**config.mk**
```make
export PLATFORM = sky130hd
export DESIGN_NAME = icc_fifo
export DESIGN_NICKNAME = d
export VERILOG_FILES = /design/src/icc_fifo.sv
export VERILOG_INCLUDE_DIRS = /design/src /design/src/src
export SDC_FILE = /design/constraint.sdc
export NUM_CORES = 1
export LEC_CHECK = 0
export ABC_AREA = 1
export BUFFER_PORTS_ARGS = -buffer_cell sky130_fd_sc_hd__buf_2
export CAP_MARGIN = 10
export CORE_MARGIN = 1.5
export CORE_UTILIZATION = 55
export CTS_CLUSTER_DIAMETER = 50
export DETAILED_ROUTE_END_ITERATION = 6
export MAX_ROUTING_LAYER = met4
export PLACE_DENSITY_LB_ADDON = 0.08
export SYNTH_ARGS = -nofsm -noshare
export SYNTH_HDL_FRONTEND = slang
export SYNTH_SLANG_ARGS = --single-unit
```
**constraint.sdc**
```tcl
create_clock -name clk_i -period 3.75 [get_ports clk_i]
set_input_delay 0.1875 -clock clk_i [delete_from_list [all_inputs] [get_ports clk_i]]
set_output_delay 0.1875 -clock clk_i [all_outputs]
set_load 0.005 [all_outputs]
```
**src/ink_color_correction_macros.svh**
```systemverilog
// Assertion macros used by the color correction FIFO.
`ifndef INK_COLOR_CORRECTION_MACROS_SVH
`define INK_COLOR_CORRECTION_MACROS_SVH
`ifndef SYNTHESIS
`define ICC_ASSERT(lbl, prop, msg) \
  lbl: assert property (@(posedge clk_i) disable iff (!rst_ni) prop) else $error(msg);
`define ICC_ASSERT_ALWAYS(lbl, prop, msg) \
  lbl: assert property (@(posedge clk_i) prop) else $error(msg);
`else
`define ICC_ASSERT(lbl, prop, msg)
`define ICC_ASSERT_ALWAYS(lbl, prop, msg)
`endif
`endif

```
**src/icc_fifo.sv**
```systemverilog
`include "ink_color_correction_macros.svh"

module icc_fifo #(
  parameter int WIDTH = 8,
  parameter int DEPTH = 4
) (
  input  logic             clk_i,
  input  logic             rst_ni,
  input  logic             push_i,
  input  logic [WIDTH-1:0] data_i,
  output logic             full_o,
  input  logic             pop_i,
  output logic [WIDTH-1:0] data_o,
  output logic             empty_o
);

  localparam int AW = $clog2(DEPTH);
  localparam int CW = $clog2(DEPTH + 1);

  logic [WIDTH-1:0] mem_q [DEPTH];
  logic [AW-1:0]    wr_ptr_q, rd_ptr_q;
  logic [CW-1:0]    count_q;
  logic             do_push, do_pop;

  assign full_o  = count_q == CW'(DEPTH);
  assign empty_o = count_q == '0;
  assign do_push = push_i && !full_o;
  assign do_pop  = pop_i && !empty_o;
  assign data_o  = mem_q[rd_ptr_q];

  always_ff @(posedge clk_i or negedge rst_ni) begin
    if (!rst_ni) begin
      wr_ptr_q <= '0;
      rd_ptr_q <= '0;
      count_q  <= '0;
    end else begin
      if (do_push) begin
        wr_ptr_q <= (wr_ptr_q == AW'(DEPTH - 1)) ? '0 : wr_ptr_q + 1'b1;
      end
      if (do_pop) begin
        rd_ptr_q <= (rd_ptr_q == AW'(DEPTH - 1)) ? '0 : rd_ptr_q + 1'b1;
      end
      count_q <= count_q + CW'(do_push) - CW'(do_pop);
    end
  end

  always_ff @(posedge clk_i) begin
    if (do_push) begin
      mem_q[wr_ptr_q] <= data_i;
    end
  end

  `ICC_ASSERT_ALWAYS(a_count_bound, count_q <= CW'(DEPTH), "fifo count above depth")
  `ICC_ASSERT(a_push_grows, (do_push && !do_pop) |=> count_q == $past(count_q) + 1'b1, "fifo count did not grow on push")
  `ICC_ASSERT(a_pop_shrinks, (do_pop && !do_push) |=> count_q == $past(count_q) - 1'b1, "fifo count did not shrink on pop")

endmodule

```
* After elaboration in Yosys (flattened, before gate mapping)
Memory sizes are Yosys's and may differ from the RTL's. Cells that the tools add are included.
Operators by class: add/subtract/negate cells 4, eq/ne operators 3, mux-type cells 4, reduce and logical (&&, ||, !) cells 5
Operators by type and width (number):
- $add A2 B1 Y2 const B | 2
- $eq A2 B2 Y1 const B | 2
- $mux W2 | 2
- $add A3 B1 Y3 | 1
- $eq A3 B3 Y1 const B | 1
- $logic_not A3 Y1 | 1
- $sub A3 B1 Y3 | 1
- $logic_and A1 B1 Y1 | 2
- $logic_not A1 Y1 | 2
- $mux W1 | 2
Storage, ports and cells: register bits 7, RAM bits 32, input bits 12, output and inout bits 10, word-level logic and storage cells 20, memories 1
Memory list:
- mem_q | depth 4, width 8, read ports 1, clocked after memory_dff 0, wr ports 1, RTL line icc_fifo.sv:20 | logic [WIDTH-1:0] mem_q [DEPTH];

* Depth between registers and ports, before layout
depth after elaboration 5, mapped depth 10, gate-level depth less buffers 10

* Worst setup path after synthesis
Ideal clock, no wire load.
path type reg2reg, start point register count_q[1], end point register count_q[2], setup time 0.065 ns, arrival 1.776 ns, data required time 3.685 ns, setup slack 1.909 ns, stages on the path, launching flop included 11, path buffers 0, period minus slack after synthesis 1.841 ns, cell sequence dfrtp_1 > nor2_2 > nand2_1 > nand2_1 > inv_1 > ha_1 > inv_1 > ha_1 > fa_1 > nand3b_1 > nand2_1
On the way: elaborated cells on any way between the ends 8, classes of those cells add/sub (2); eq/ne (1); reduce/logical (5)
RTL lines:
- start: declaration | RTL line icc_fifo.sv:22 | logic [CW-1:0] count_q;
- start signal: assignment | RTL line icc_fifo.sv:43 | count_q <= count_q + CW'(do_push) - CW'(do_pop);
- $logic_not A3 Y1 | RTL line icc_fifo.sv:26 | assign empty_o = count_q == '0;
- $logic_not A1 Y1 | RTL line icc_fifo.sv:28 | assign do_pop = pop_i && !empty_o;
- $logic_and A1 B1 Y1 | RTL line icc_fifo.sv:28
- net do_pop | RTL line icc_fifo.sv:23 | logic do_push, do_pop;
- $sub A3 B1 Y3 | RTL line icc_fifo.sv:43
The timed path passes the listed nets, and every way through them passes these cells. A chain may end at the register's enable or synchronous reset.

* Worst setup path after layout
start point register rd_ptr_q[0], end point output port data_o[0]
On the way: word-level cells in the longest chain between the ends 1
Ends and longest elaborated chain:
- start: declaration | RTL line icc_fifo.sv:21 | logic [AW-1:0] wr_ptr_q, rd_ptr_q;
- start signal: assignment | RTL line icc_fifo.sv:41 | rd_ptr_q <= (rd_ptr_q == AW'(DEPTH - 1)) ? '0 : rd_ptr_q + 1'b1;
- $mem_v2 Z4 W8
- end: declaration | RTL line icc_fifo.sv:13 | output logic [WIDTH-1:0] data_o,
Every way passes these cells.

==> summary.md <==
| Metric | Value |
|---|---|
| Hold EP | `mem_q[1][0]` |
| HP Start | `data_i[0]` |
| Synth Area in Simple Gates | `0.125` |
| Largest net degree at the start of global routing | `36` |
| Final Hold Viols | `0` |
| DR iter-0 viols | `31` |
| Bufs on Longest Clock Path | `2` |
| Vias in the first global route | `953` |
| Die width | `59.5 µm` |
| Clock root buffer | `clkbuf_4` |
| # DRC | `0` |
| Via/cell ratio | `4.86` |
| Synth Cell Area | `1760 µm²` |
| Crit path DAT | `1.82 ns` |
| Die Span Y | `59.5 µm` |
| Mux cell area share after synthesis | `0` |
| Final net count | `195` |
| Drt total wl | `2.72 mm` |
| Required time of the critical path | `3.56 ns` |
| Leak Pwr | `0.883 nW` |
| Setup slack, reg-to-reg | `1.76 ns` |
| Fin util | `0.641` |
| Initial Utilization | `0.576` |
| Initial antenna violation count | `0` |
| R2r worst-path depth | `10` |
| Dpl hpwl | `1.87 mm` |
| DR WL/cell | `12.4 µm` |
| RSZ-0062 raised after global routing | `false` |
| Via count | `1069` |
| PwrDens | `727 nW/µm²` |
| GP Congestion | `0.774` |
| Share of cells above drive strength 1 | `0.188` |
| Pre-Repair DR Iteration Count | `4` |
| Hold path cells | `1` |
| Post-synthesis net count | `171` |
| Max-slew headroom | `0.337` |
| Synth-to-Final Area Change | `11.4%` |
| YS warnings | `0` |
| Worst-path maximum fanout | `35` |
| Most common cell after layout, fill and taps aside | `nand2_1` |
| CP Capture Type | `output port` |
| Synth area leaders | `edfxtp_1 (55%), dfrtp_1 (10%), nand2_1 (8.3%), inv_1 (6.4%), o211ai_1 (6.4%)` |
| Sequential share of the synthesized area | `0.646` |
| # port buffers | `21` |
| Clock slew at reported path FFs | `0.11 ns` |
| Post-synth top area cell | `edfxtp_1` |
| Most frequent cells in the layout | `nand2_1 (39), edfxtp_1 (32), inv_1 (30)` |
| Core ar. | `3050 µm²` |
| Synth Area in Adders | `0.0612` |
| CTS resizes | `0` |
| Global-route wire length before repair | `4.38 mm` |
| CTS Sinks | `39` |
| CTS tree | `built` |
| Status | `finished, final reports clean` |
| Startpoint types | `register` |
| Synthesized area per cell | `11.6 µm²` |
| Final Slew Violations | `0` |
| Final TNS setup | `0 ns` |
| Max-cap violations | `0` |
| Slew @ Worst Pin | `0.994 ns` |
| Die Area | `3540 µm²` |
| Kind of critical path | `reg -> out` |
| VDD IR-drop max | `0.000415 V` |
| Antenna Nets Post-Route | `0` |
| Skew-Pair Late Insertion Delay | `0.34 ns` |
| Site row count | `20` |
| Post-Synth XOR/XNOR Area | `0` |
| Complex-gate fraction of the synthesized area | `0.0712` |
| Setup Viol. Count Final | `0` |
| Hold Crit Class | `in -> reg` |
| I/O pin count | `22` |
| Overall routing resource usage | `0.187` |
| Num CTS Buffers | `5` |
| Number of antenna diodes | `0` |
| Final period utilization | `0.534` |
| F_max | `499 MHz` |
| Worst r2r dst | `count_q[2]` |
| Htree depth | `2` |
| Yosys reg bits | `39` |
| Worst r2r src | `count_q[1]` |
| Synth Instances | `151` |
| Main combinational cell family by area after synthesis | `simple AND/OR/NAND/NOR gates` |
| Post-synth cell types | `15` |
| Minimum clock period | `2.00 ns` |
| Clock Skews | `0.00740 ns` |
| Area fraction of the dominant cell type after synthesis | `0.547` |
| Total gr overflow | `0` |
[state kept, by name, indices dropped and copies added, names as in the netlist]
name      count
mem_q        32
rd_ptr_q      2
wr_ptr_q      2
count_q       3
[stage by stage]
step / hold WS [ns] / std cells / setup slack, ns / total power [mW] / instance area [µm²]
6_report: 0.0537 / 220 / 1.75 / 1.42 / 1960
5_1_grt: 0.0255 / 220 / 1.53 / 1.54 / 1960
4_1_cts: 0.0445 / 220 / 1.68 / 1.44 / 1960
3_5_place_dp: 0.0310 / 211 / 1.77 / 1.15 / 1860
3_3_place_gp: 0.0257 / 211 / 1.86 / 1.13 / 1860
2_1_floorplan: -0.108 / 151 / 1.91 / 1.04 / 1760
[Yosys cell counts (all sizes together)]
library cell / count
nand2: 41
edfxtp: 32
inv: 30
o211ai: 16
dfrtp: 7
ha: 7
nor2: 7
buf: 5
nand3: 4
fa: 1
nand3b: 1
[routing by layer]
layer / track usage / part of all wire / vias to the layer above
met5: - / 0 / -
met2: 0.281 / 0.49 / 31
met1: 0.231 / 0.45 / 492
li1: - / - / 544
met3: 0.0721 / 0.053 / 2
met4: 0.0667 / 0.0055 / 0
[worst max-delay path, stage by stage, from the launching register on]
cell      delay, ns
dfrtp_1        1.01
nand2_1        0.13
o211ai_1       0.12
nand2_1        0.09
buf_2          0.13
[where the power goes]
group / internal, mW / switching, mW / total [mW]
Sequential: 0.582 / 0.110 / 0.692
Clock: 0.158 / 0.129 / 0.286
Combinational: 0.193 / 0.252 / 0.445
Total: 0.933 / 0.491 / 1.42
[what timing repair did]
action | CTS | global route
setup buffers | 0 | 0
endpoints found under the setup margin | 0 | 0
endpoints found under the hold margin | 7 | 0
hold buffers | 1 | 0
[area by class of cell]
class                   count  area [µm²]
clock buffers               6        51.3
clock inverters             2        35.0
fillers                   265        1090
inverters                  30         113
multi-input cells          77         453
flip-flops and latches     39        1140
well taps                  44        55.1
repair buffers             22         115
[how the worst max path moves through the flow]
stage,depth (start not counted),slack [ns],endpoint,startpoint
after floorplan,10,1.91,count_q[2],count_q[1]
after global placement,10,1.86,count_q[2],count_q[1]
after detailed placement,10,1.77,count_q[2],count_q[1]
after CTS,4,1.68,data_o[0],rd_ptr_q[0]
after global routing,4,1.53,data_o[7],rd_ptr_q[0]
final,4,1.75,data_o[0],rd_ptr_q[0]
[cell families (layout without fill, tap and decap cells)]
family                   Yosys count  in the layout
AND/OR/NAND/NOR                   53             53
flip-flops                        39             39
buffers and inverters             35             60
AO/OA/AOI/OAI                     16             16
adder cells (fa/ha/maj)            8              8
(Power assumes the default switching activity.)
