<file path="src/ink_color_correction_macros.svh">
// Assertion macros used by the color correction FIFO.
`ifndef INK_COLOR_CORRECTION_MACROS_SVH
`define INK_COLOR_CORRECTION_MACROS_SVH
`ifndef SYNTHESIS
`define ICC_ASSERT(lbl, prop, msg) \
  lbl: assert property (@(posedge clk_i) disable iff (!rst_ni) prop) else $error(msg);
`define ICC_ASSERT_ALWAYS(lbl, prop, msg) \
  lbl: assert property (@(posedge clk_i) prop) else $error(msg);
`else
`define ICC_ASSERT(lbl, prop, msg)
`define ICC_ASSERT_ALWAYS(lbl, prop, msg)
`endif
`endif

</file>
<file path="src/icc_pkg.sv">
package icc_pkg;

  localparam int unsigned COMPONENT_MAX = 65535;
  localparam int unsigned HLS_SCALE     = 100;
  localparam int unsigned CHAN_DEN      = 60 * HLS_SCALE * HLS_SCALE;

  // floor(x * HLS_SCALE / (2 * COMPONENT_MAX)) == (x * LIGHT_RECIP) >> LIGHT_SHIFT
  // for every lightness sum x up to 2 * COMPONENT_MAX
  localparam int              LIGHT_SHIFT = 31;
  localparam longint unsigned LIGHT_RECIP =
      ((64'd1 << LIGHT_SHIFT) * HLS_SCALE + 2 * COMPONENT_MAX - 1) / (2 * COMPONENT_MAX);

  // floor(x * COMPONENT_MAX / CHAN_DEN) == (x * CHAN_RECIP) >> CHAN_SHIFT
  // for every channel numerator x up to CHAN_DEN
  localparam int              CHAN_SHIFT = 35;
  localparam longint unsigned CHAN_RECIP =
      ((64'd1 << CHAN_SHIFT) * COMPONENT_MAX + CHAN_DEN - 1) / CHAN_DEN;

  localparam int ANCHOR_COUNT = 12;
  localparam int ANCHOR_HUE [ANCHOR_COUNT] =
      '{0, 50, 70, 180, 215, 230, 260, 275, 305, 315, 330, 360};
  localparam int ANCHOR_SHIFT [ANCHOR_COUNT] =
      '{-30, -10, 0, 0, -7, -10, -28, -25, 0, -10, -15, -30};

  typedef struct packed {
    logic [8:0] hue;
    logic [6:0] light;
    logic [6:0] sat;
  } icc_hls_t;

  typedef struct packed {
    logic [15:0] red;
    logic [15:0] green;
    logic [15:0] blue;
  } icc_rgb_t;

endpackage

</file>
<file path="src/icc_div.sv">
// Pipelined restoring divider, one quotient bit per stage.
// Requires num_i[NW-1:QW] < den_i.
module icc_div #(
  parameter int NW = 24,
  parameter int DW = 17,
  parameter int QW = 9,
  parameter int SW = 1
) (
  input  logic          clk_i,
  input  logic          rst_ni,
  input  logic          en_i,
  input  logic          valid_i,
  input  logic [NW-1:0] num_i,
  input  logic [DW-1:0] den_i,
  input  logic [SW-1:0] side_i,
  output logic          valid_o,
  output logic [QW-1:0] quo_o,
  output logic [SW-1:0] side_o
);

  localparam int WW = DW + QW;

  logic [WW-1:0] w_in   [QW];
  logic [DW-1:0] d_in   [QW];
  logic [WW-1:0] work_d [QW];
  logic [WW-1:0] work_q [QW];
  logic [DW-1:0] den_q  [QW-1];
  logic [SW-1:0] side_q [QW];
  logic [QW-1:0] vld_q;

  always_comb begin
    logic [DW:0] trial;
    logic [DW:0] sub;
    logic        ge;
    w_in[0] = {DW'(num_i[NW-1:QW]), num_i[QW-1:0]};
    d_in[0] = den_i;
    for (int i = 1; i < QW; i++) begin
      w_in[i] = work_q[i-1];
      d_in[i] = den_q[i-1];
    end
    for (int i = 0; i < QW; i++) begin
      trial     = w_in[i][WW-1:QW-1];
      sub       = trial - {1'b0, d_in[i]};
      ge        = trial >= {1'b0, d_in[i]};
      work_d[i] = {(ge ? sub[DW-1:0] : trial[DW-1:0]), w_in[i][QW-2:0], ge};
    end
  end

  always_ff @(posedge clk_i or negedge rst_ni) begin
    if (!rst_ni) begin
      vld_q <= '0;
    end else if (en_i) begin
      vld_q <= {vld_q[QW-2:0], valid_i};
    end
  end

  always_ff @(posedge clk_i) begin
    if (en_i) begin
      side_q[0] <= side_i;
      for (int i = 0; i < QW; i++) begin
        work_q[i] <= work_d[i];
      end
      for (int i = 1; i < QW; i++) begin
        side_q[i] <= side_q[i-1];
      end
      for (int i = 0; i < QW - 1; i++) begin
        den_q[i] <= d_in[i];
      end
    end
  end

  assign valid_o = vld_q[QW-1];
  assign quo_o   = work_q[QW-1][QW-1:0];
  assign side_o  = side_q[QW-1];

endmodule

</file>
<file path="src/icc_front.sv">
// RGB to HLS: sector/extremes, numerators, then two parallel dividers.
module icc_front (
  input  logic             clk_i,
  input  logic             rst_ni,
  input  logic             en_i,
  input  logic             push_i,
  input  logic [15:0]      red_i,
  input  logic [15:0]      green_i,
  input  logic [15:0]      blue_i,
  output logic             valid_o,
  output icc_pkg::icc_hls_t hls_o
);

  import icc_pkg::*;

  typedef enum logic [1:0] {SEC_RED, SEC_GREEN, SEC_BLUE} icc_sector_e;

  logic [15:0]        r, g, b, mx, mn;
  icc_sector_e        sec_d;
  logic signed [16:0] diff_d;

  logic               s1_vld_q;
  logic [15:0]        s1_delta_q;
  logic [16:0]        s1_lsum_q;
  logic signed [16:0] s1_diff_q;
  icc_sector_e        s1_sec_q;

  logic [8:0]         base;
  logic [24:0]        base_mul;
  logic signed [25:0] d60, hue_sum;
  logic [37:0]        lprod;
  logic [6:0]         light_d;
  logic [22:0]        snum_d;
  logic [16:0]        sden_d;
  logic               grey_d;

  logic               s2_vld_q;
  logic [6:0]         s2_light_q;
  logic [22:0]        s2_snum_q;
  logic [16:0]        s2_sden_q;
  logic [24:0]        s2_hnum_q;
  logic [15:0]        s2_hden_q;
  logic               s2_grey_q;

  logic [8:0]         sq, hq, hue_raw;
  logic [7:0]         hue_side;
  logic               grey_out;
  logic [6:0]         light_out;

  always_comb begin
    r  = (red_i   > 16'(COMPONENT_MAX)) ? 16'(COMPONENT_MAX) : red_i;
    g  = (green_i > 16'(COMPONENT_MAX)) ? 16'(COMPONENT_MAX) : green_i;
    b  = (blue_i  > 16'(COMPONENT_MAX)) ? 16'(COMPONENT_MAX) : blue_i;
    mx = r;
    if (g > mx) mx = g;
    if (b > mx) mx = b;
    mn = r;
    if (g < mn) mn = g;
    if (b < mn) mn = b;
    // ties: red beats green beats blue
    priority if (r == mx) begin
      sec_d  = SEC_RED;
      diff_d = $signed({1'b0, g}) - $signed({1'b0, b});
    end else if (g == mx) begin
      sec_d  = SEC_GREEN;
      diff_d = $signed({1'b0, b}) - $signed({1'b0, r});
    end else begin
      sec_d  = SEC_BLUE;
      diff_d = $signed({1'b0, r}) - $signed({1'b0, g});
    end
  end

  always_ff @(posedge clk_i or negedge rst_ni) begin
    if (!rst_ni) begin
      s1_vld_q <= 1'b0;
      s2_vld_q <= 1'b0;
    end else if (en_i) begin
      s1_vld_q <= push_i;
      s2_vld_q <= s1_vld_q;
    end
  end

  always_ff @(posedge clk_i) begin
    if (en_i) begin
      s1_delta_q <= mx - mn;
      s1_lsum_q  <= {1'b0, mx} + {1'b0, mn};
      s1_diff_q  <= diff_d;
      s1_sec_q   <= sec_d;
    end
  end

  always_comb begin
    unique case (s1_sec_q)
      SEC_RED:   base = 9'd120;
      SEC_GREEN: base = 9'd240;
      default:   base = 9'd360;
    endcase
    base_mul = 25'(base) * 25'(s1_delta_q);
    d60      = 26'(s1_diff_q) * 26'sd60;
    // base*delta + 60*diff never goes negative
    hue_sum  = $signed({1'b0, base_mul}) + d60;
    // lightness divides by a constant: reciprocal multiply
    lprod    = 38'(s1_lsum_q) * 38'(LIGHT_RECIP);
    light_d  = lprod[LIGHT_SHIFT+6:LIGHT_SHIFT];
    snum_d   = 23'(s1_delta_q) * 23'(HLS_SCALE);
    sden_d   = (s1_lsum_q <= 17'(COMPONENT_MAX)) ? s1_lsum_q
                                                 : 17'(2 * COMPONENT_MAX) - s1_lsum_q;
    grey_d   = (26'(s1_delta_q) * 26'(1000)) < 26'(COMPONENT_MAX);
  end

  always_ff @(posedge clk_i) begin
    if (en_i) begin
      s2_light_q <= light_d;
      s2_snum_q  <= snum_d;
      s2_sden_q  <= sden_d;
      s2_hnum_q  <= hue_sum[24:0];
      s2_hden_q  <= s1_delta_q;
      s2_grey_q  <= grey_d;
    end
  end

  icc_div #(.NW(23), .DW(17), .QW(9), .SW(1)) u_div_sat (
    .clk_i   (clk_i),
    .rst_ni  (rst_ni),
    .en_i    (en_i),
    .valid_i (s2_vld_q),
    .num_i   (s2_snum_q),
    .den_i   (s2_sden_q),
    .side_i  (1'b0),
    .valid_o (),
    .quo_o   (sq),
    .side_o  ()
  );

  // lightness rides along the hue divider to stay aligned
  icc_div #(.NW(25), .DW(16), .QW(9), .SW(8)) u_div_hue (
    .clk_i   (clk_i),
    .rst_ni  (rst_ni),
    .en_i    (en_i),
    .valid_i (s2_vld_q),
    .num_i   (s2_hnum_q),
    .den_i   (s2_hden_q),
    .side_i  ({s2_grey_q, s2_light_q}),
    .valid_o (valid_o),
    .quo_o   (hq),
    .side_o  (hue_side)
  );

  assign grey_out  = hue_side[7];
  assign light_out = hue_side[6:0];

  // grey results from the dividers are garbage; forced to zero here
  assign hue_raw     = (hq > 9'd360) ? hq - 9'd360 : hq;
  assign hls_o.hue   = grey_out ? '0 : hue_raw;
  assign hls_o.light = light_out;
  assign hls_o.sat   = grey_out ? '0 : sq[6:0];

endmodule

</file>
<file path="config.mk">
export PLATFORM = sky130hd
export DESIGN_NAME = icc_front
export DESIGN_NICKNAME = d
export VERILOG_FILES = /design/src/ink_color_correction_macros.svh /design/src/icc_pkg.sv /design/src/icc_div.sv /design/src/icc_front.sv
export SDC_FILE = /design/constraint.sdc
export NUM_CORES = 2
export LEC_CHECK = 0
export ABC_AREA = 1
export BUFFER_PORTS_ARGS = -buffer_cell sky130_fd_sc_hd__buf_2
export CORE_AREA = 2 2 406 327
export DETAILED_ROUTE_END_ITERATION = 8
export DIE_AREA = 0 0 408 329
export PLACE_DENSITY_LB_ADDON = 0.05
export REMOVE_ABC_BUFFERS = 1
export SETUP_SLACK_MARGIN = 0.3
export SKIP_CTS_REPAIR_TIMING = 1
export SLEW_MARGIN = 20
export SYNTH_ARGS = -nofsm -noshare
export SYNTH_HDL_FRONTEND = slang
export SYNTH_HIERARCHICAL = 1
export SYNTH_SLANG_ARGS = --single-unit
</file>
<file path="constraint.sdc">
create_clock -name clk_i -period 10.1 [get_ports clk_i]
set_input_delay 1.01 -clock clk_i [delete_from_list [all_inputs] [get_ports clk_i]]
set_output_delay 1.01 -clock clk_i [all_outputs]
set_load 0.02 [all_outputs]
</file>
# [Yosys cells after proc, flatten, opt, wreduce, memory -nomap -nowiden]
# Memory sizes are Yosys's and may differ from the RTL's.
# Index checks and enable logic that the tools add are counted.
[word_totals] regBits=150 ramBits=795 input_bits=52 out_inout_bits=24 wordCells=116 mem_count=5
[mem_list] memory="u_div_sat.work_q" words=9 word_bits=26 rd=9 rd_ports_with_merged_regs=0 write_ports=9 line="icc_div.sv:26" text="logic [WW-1:0] work_q [QW];"
[mem_list] memory="u_div_hue.work_q" words=9 word_bits=25 rd=9 rd_ports_with_merged_regs=0 write_ports=9 line="icc_div.sv:26"
[mem_list] memory="u_div_sat.den_q" words=8 word_bits=17 rd=8 rd_ports_with_merged_regs=0 write_ports=8 line="icc_div.sv:27" text="logic [DW-1:0] den_q [QW-1];"
[mem_list] memory="u_div_hue.den_q" words=8 word_bits=16 rd=8 rd_ports_with_merged_regs=0 write_ports=8 line="icc_div.sv:27"
[mem_list] memory="u_div_hue.side_q" words=9 word_bits=8 rd=9 rd_ports_with_merged_regs=0 write_ports=9 line="icc_div.sv:28" text="logic [SW-1:0] side_q [QW];"
[op_classes] addsub=26 n_mul=5 magnitude_cmp=28 eq_ne=3 n_mux=35 reduce_logical=1
[ops] op="2-to-1 mux 16 bit" n=16
[ops] op="2-to-1 mux 17 bit" n=12
[ops] op="subtractor 16 bit" n=10
[ops] op="greater-or-equal comparator 17 x 16 -> 1 bit" n=9
[ops] op="greater-or-equal comparator 18 x 17 -> 1 bit" n=8
[ops] op="subtractor 17 bit" n=8
[ops] op="subtractor 16 x 16 -> 17 bit" n=3
[ops] op="> comparator 16 bit (second input constant)" n=3
[ops] op="multiplier 17 x 20 -> 37 bit (second input constant)" n=1
[ops] op="== test 16 bit" n=2
[ops] op="> comparator 16 bit" n=2
[ops] op="< comparator 16 bit" n=2
[ops] op="< comparator 26 x 16 -> 1 bit (second input constant)" n=1
[ops] op="adder 25 x 24 -> 25 bit" n=1
[ops] op="multiplier 9 x 16 -> 25 bit" n=1
[ops] op="multiplier 16 x 7 -> 23 bit (second input constant)" n=1
[ops] op="multiplier 17 x 5 -> 22 bit (second input constant)" n=1
[ops] op="multiplier 16 x 5 -> 21 bit (second input constant)" n=1
[ops] op="2-to-1 mux 9 bit" n=2
[ops] op="one-hot mux 9 bit (2 select lines)" n=1
[ops] op="adder 16 x 16 -> 17 bit" n=1
[ops] op="greater-or-equal comparator 15 x 17 -> 1 bit" n=1
[ops] op="<= comparator 17 x 16 -> 1 bit (second input constant)" n=1
[ops] op="subtractor 15 x 17 -> 17 bit" n=1
[ops] op="8 further kinds" n=9

# [Longest topological paths before layout]
[depth] ltp_word=9 mapped_depth=42

# [Modules after synthesis]
# Netlist, hierarchy kept.
[modules_own_cells] mod="icc_div (u_div_hue)" instances=1 cells_per_inst=2752 area_each_um2=24098.1
[modules_own_cells] mod="icc_front" instances=1 cells_per_inst=2981 area_each_um2=24051.8
[modules_own_cells] mod="icc_div (u_div_sat)" instances=1 cells_per_inst=2791 area_each_um2=23033.3

# [Worst setup path before layout]
# OpenSTA, ideal clock, no wires.
[synth_timing] path_kind="input port to flip-flop" startpoint="input port green_i[4]" endpoint="register s1_delta_q[14] (data pin)" setup_ps=261 arrival_time_ps=5975 t_required_ps=9839 path_slack_ps=3864 path_stages=36 cell_sequence="inv_1 ha_1 nand2_1 inv_1 nand2_1 nand2_1 nand2_1 nand3_2 nand2_4 nand2_4 buf_4 nand2_1 clkbuf_1 nand2_1 o21ai_0 inv_1 ha_1 a21oi_1 nor2_1 a211oi_1 o221a_2 nand2_1 buf_2 nand2_1 nand2_1 ha_1 fa_1 o31ai_1 a21boi_0 o21ai_0 a21boi_0 o21ai_0 a21oi_1 nor2_1 nor2_1 xor2_1"
[synth_between] elab_chain_len=7 word_cells_on_any_way=11 classes_between="add/sub (1); order compare (5); mux (5)"
[synth_lines] element="start, declared" line="icc_front.sv:8" text="input logic [15:0] green_i,"
[synth_lines] element="> comparator 16 bit" line="icc_front.sv:52" text="g = (green_i > 16'(COMPONENT_MAX)) ? 16'(COMPONENT_MAX) : green_i;"
[synth_lines] element="2-to-1 mux 16 bit *" line="icc_front.sv:52"
[synth_lines] element="> comparator 16 bit / < comparator 16 bit (equally long branches)" line="icc_front.sv:55, icc_front.sv:58"
[synth_lines] element="2-to-1 mux 16 bit (on tied branches)" line="icc_front.sv:55, icc_front.sv:58"
[synth_lines] element="> comparator 16 bit / < comparator 16 bit (equally long branches)" line="icc_front.sv:56, icc_front.sv:59"
[synth_lines] element="2-to-1 mux 16 bit (on tied branches)" line="icc_front.sv:56, icc_front.sv:59"
[synth_lines] element="subtractor 16 bit *" line="icc_front.sv:85" text="s1_delta_q <= mx - mn;"
[synth_lines] element="end signal, assigned" line="icc_front.sv:85"
[synth_lines] element="end, declared" line="icc_front.sv:23" text="logic [15:0] s1_delta_q;"
# Every way passes the cells marked *; elsewhere a longest branch is shown, timed or not.
# A chain may end at the register's enable or synchronous reset.

# [Worst setup path after layout]
[layout_timing] startpoint="input port green_i[14]" endpoint="register s1_delta_q[14] (data pin)"
# The elaborated chain is that of the path after synthesis.

==> flow_summary.toml <==
[finish]
nFillCells = 12000
drive_gt1_frac = 0.0508
finish.net_count = 9579
syn2layout_area_growth_pct = 7.45
postLayoutCoreUtil = 0.577
postLayoutCellArea_sq_mm = 0.0753
layoutNonFillerInstCount = 10400

[floorplan]
fp.dieArea_sq_mm = 0.134
start_util = 0.537
die_w_um = 408
core-area_sq_mm = 0.131
fp.dieH_um = 329
io_pins = 76
fp-row-count = 119

[setup_path]
cpMaxStageDelayCell = "o21ai_0"
cp_common_cell = "nand2_1"
rr_worst_depth = 24
cpPeakStageDelay_ns = 0.91
worst_r2r_endpoint = "s2_hnum_q[21]"
worst-setup-path-type = "in -> reg"
r2r_start = "s1_sec_q[1]"
crit_end = "s1_delta_q[14]"
worst_ep_arrival_time_ns = 8.61
cp.required_ns = 10.53
cp-startpoint = "green_i[14]"
cp-start-kind = "input pin"
r2r_slack_ns = 3.22
end_kind = "register"
cp_max_fo = 31

[place]
place_area_sq_mm = 0.0721
dpl.cell_count = 10200
gp_congestion = 0.939
port_buffers = 75
dp_hpwl_um = 145000

[synth]
yosysWarnings = 6
syn-instance-count = 8469
syn_avg_cell_area_sq_um = 8.27
syn_area_sq_mm = 0.0701

[timing]
period_needed_ns = 8.18
finClkSkew_ns = 0.0610
fin_crit_sh = 0.810
hold_viol = 0
setup_violations = 0
clock.fmax_mhz = 122
worst_pin_slew_ns = 1.09
relSlewSlack = 0.272
report.final.slew_viol_count = 0
rsz0062_at_grt = "no"
final.setup.tns_ns = 0

[clock_network]
numClockSinks = 888
cts_buffers = 94
cts_tree = "yes"
clock_path_buffers = 3
path_clk_slew_ns = 0.06
htreeDepth = 3
insertion_delay_ns = 0.72
root_buffer = "clkbuf_16"

[flow_run]
cap_violations = 0

[route]
route.detailed.drc = 0
first_pass_iters = 6
dr.first_iter.drc_count = 4131
antenna_left = 0
routed-via-count = 53900
routedWlPerCell_um = 17.3
viasPerCell = 5.18
drt_wl_total_um = 180000

[grt]
track_usage = 0.269
met3_usage = 0.0378
grtUsageMet2 = 0.410
grt.busiest_layer = "met2"
grt_pass1_wl_um = 285000
grt_pass1_vias = 51100
grt_util_met1 = 0.409
grt_max_degree = 168
antenna_found_initial = 7
gr-total-overflow = 0

[status]
status = "finished, final reports clean"

[hold_path]
hp-class = "in -> async"
cells in the final DEF, fill, tap and decap left out, types with 23 or more instances in the layout:
cell type / n
o21bai_1: 24
nand4_1: 74
nand2_4: 28
inv_1: 1648
buf_2: 74
nand3_1: 649
a21oi_1: 349
nor2_1: 345
nor2_2: 23
o21ai_0: 120
nand2_1: 2629
nand2_2: 58
clkbuf_16: 96
nand3_2: 24
nor3_1: 55
fa_1: 218
ha_1: 747
edfxtp_1: 877
xor2_1: 200
xnor2_1: 62
nand3b_1: 27
critical path, delay by kind of cell:
| kind | cells | cell delay, ns |
|---|---|---|
| AO/OA/AOI/OAI | 9 | 3.13 |
| AND/OR/NAND/NOR | 13 | 2.56 |
| adder cells (fa/ha/maj) | 4 | 1.34 |
| buffers and inverters | 3 | 0.38 |
| XOR/XNOR | 1 | 0.13 |
per-stage QoR:
step	hold WS, ns	setup slack (ns)
6_report	0.161	1.92
5_1_grt	0.142	1.57
4_1_cts	0.115	2.23
3_5_place_dp	0.405	1.50
3_3_place_gp	0.400	1.66
2_1_floorplan	0.400	2.69
area by class of cell:
type / count / area [sq um] / share of cell area
multi-input combinational: 5812 / 36500 / 0.484
antenna: 2 / 5.00 / 0.0000665
timing repair buffer: 100 / 611 / 0.00811
sequential: 888 / 26600 / 0.353
tap: 1754 / 2190 / 0.0291
clock buffer: 108 / 2450 / 0.0325
inverter: 1666 / 6250 / 0.0831
clock inverter: 66 / 692 / 0.00919
worst min-delay path by stage:
stage                                        from                       to  slack (ns)  cells after the start
after global placement    u_div_sat/work_q[0][55]  u_div_sat/work_q[0][82]        0.40                      0
after floorplan                     s2_light_q[0]   u_div_hue/side_q[0][0]        0.40                      0
final                                      rst_ni       u_div_hue/vld_q[0]        0.16                      1
after detailed placement   u_div_hue/side_q[0][5]  u_div_hue/side_q[0][13]        0.40                      0
after global routing                       rst_ni       u_div_hue/vld_q[0]        0.14                      1
after CTS                                  rst_ni       u_div_hue/vld_q[0]        0.12                      1
flip-flops by register name (all words and copies together) (netlist names), 9 cells and up:
| name | cells |
|---|---|
| u_div_hue/vld_q | 9 |
| u_div_sat/work_q | 200 |
| u_div_hue/den_q | 128 |
| s2_hnum_q | 23 |
| u_div_hue/side_q | 72 |
| s1_lsum_q | 16 |
| s2_sden_q | 16 |
| u_div_hue/work_q | 209 |
| s1_diff_q | 17 |
| s2_snum_q | 18 |
| u_div_sat/den_q | 136 |
| s2_hden_q | 16 |
| s1_delta_q | 16 |
per-layer routing:
| layer | share of wire | vias up | wire length (um) |
|---|---|---|---|
| met3 | 0.057 | 174 | 10300 |
| met5 | 0.00015 | - | 27 |
| met1 | 0.50 | 25000 | 89400 |
| li1 | - | 27300 | - |
| met2 | 0.43 | 1374 | 77000 |
| met4 | 0.019 | 4 | 3490 |
Power is not shown: default switching activity piles up to over one toggle a cycle in this logic, so the estimate is an artifact.
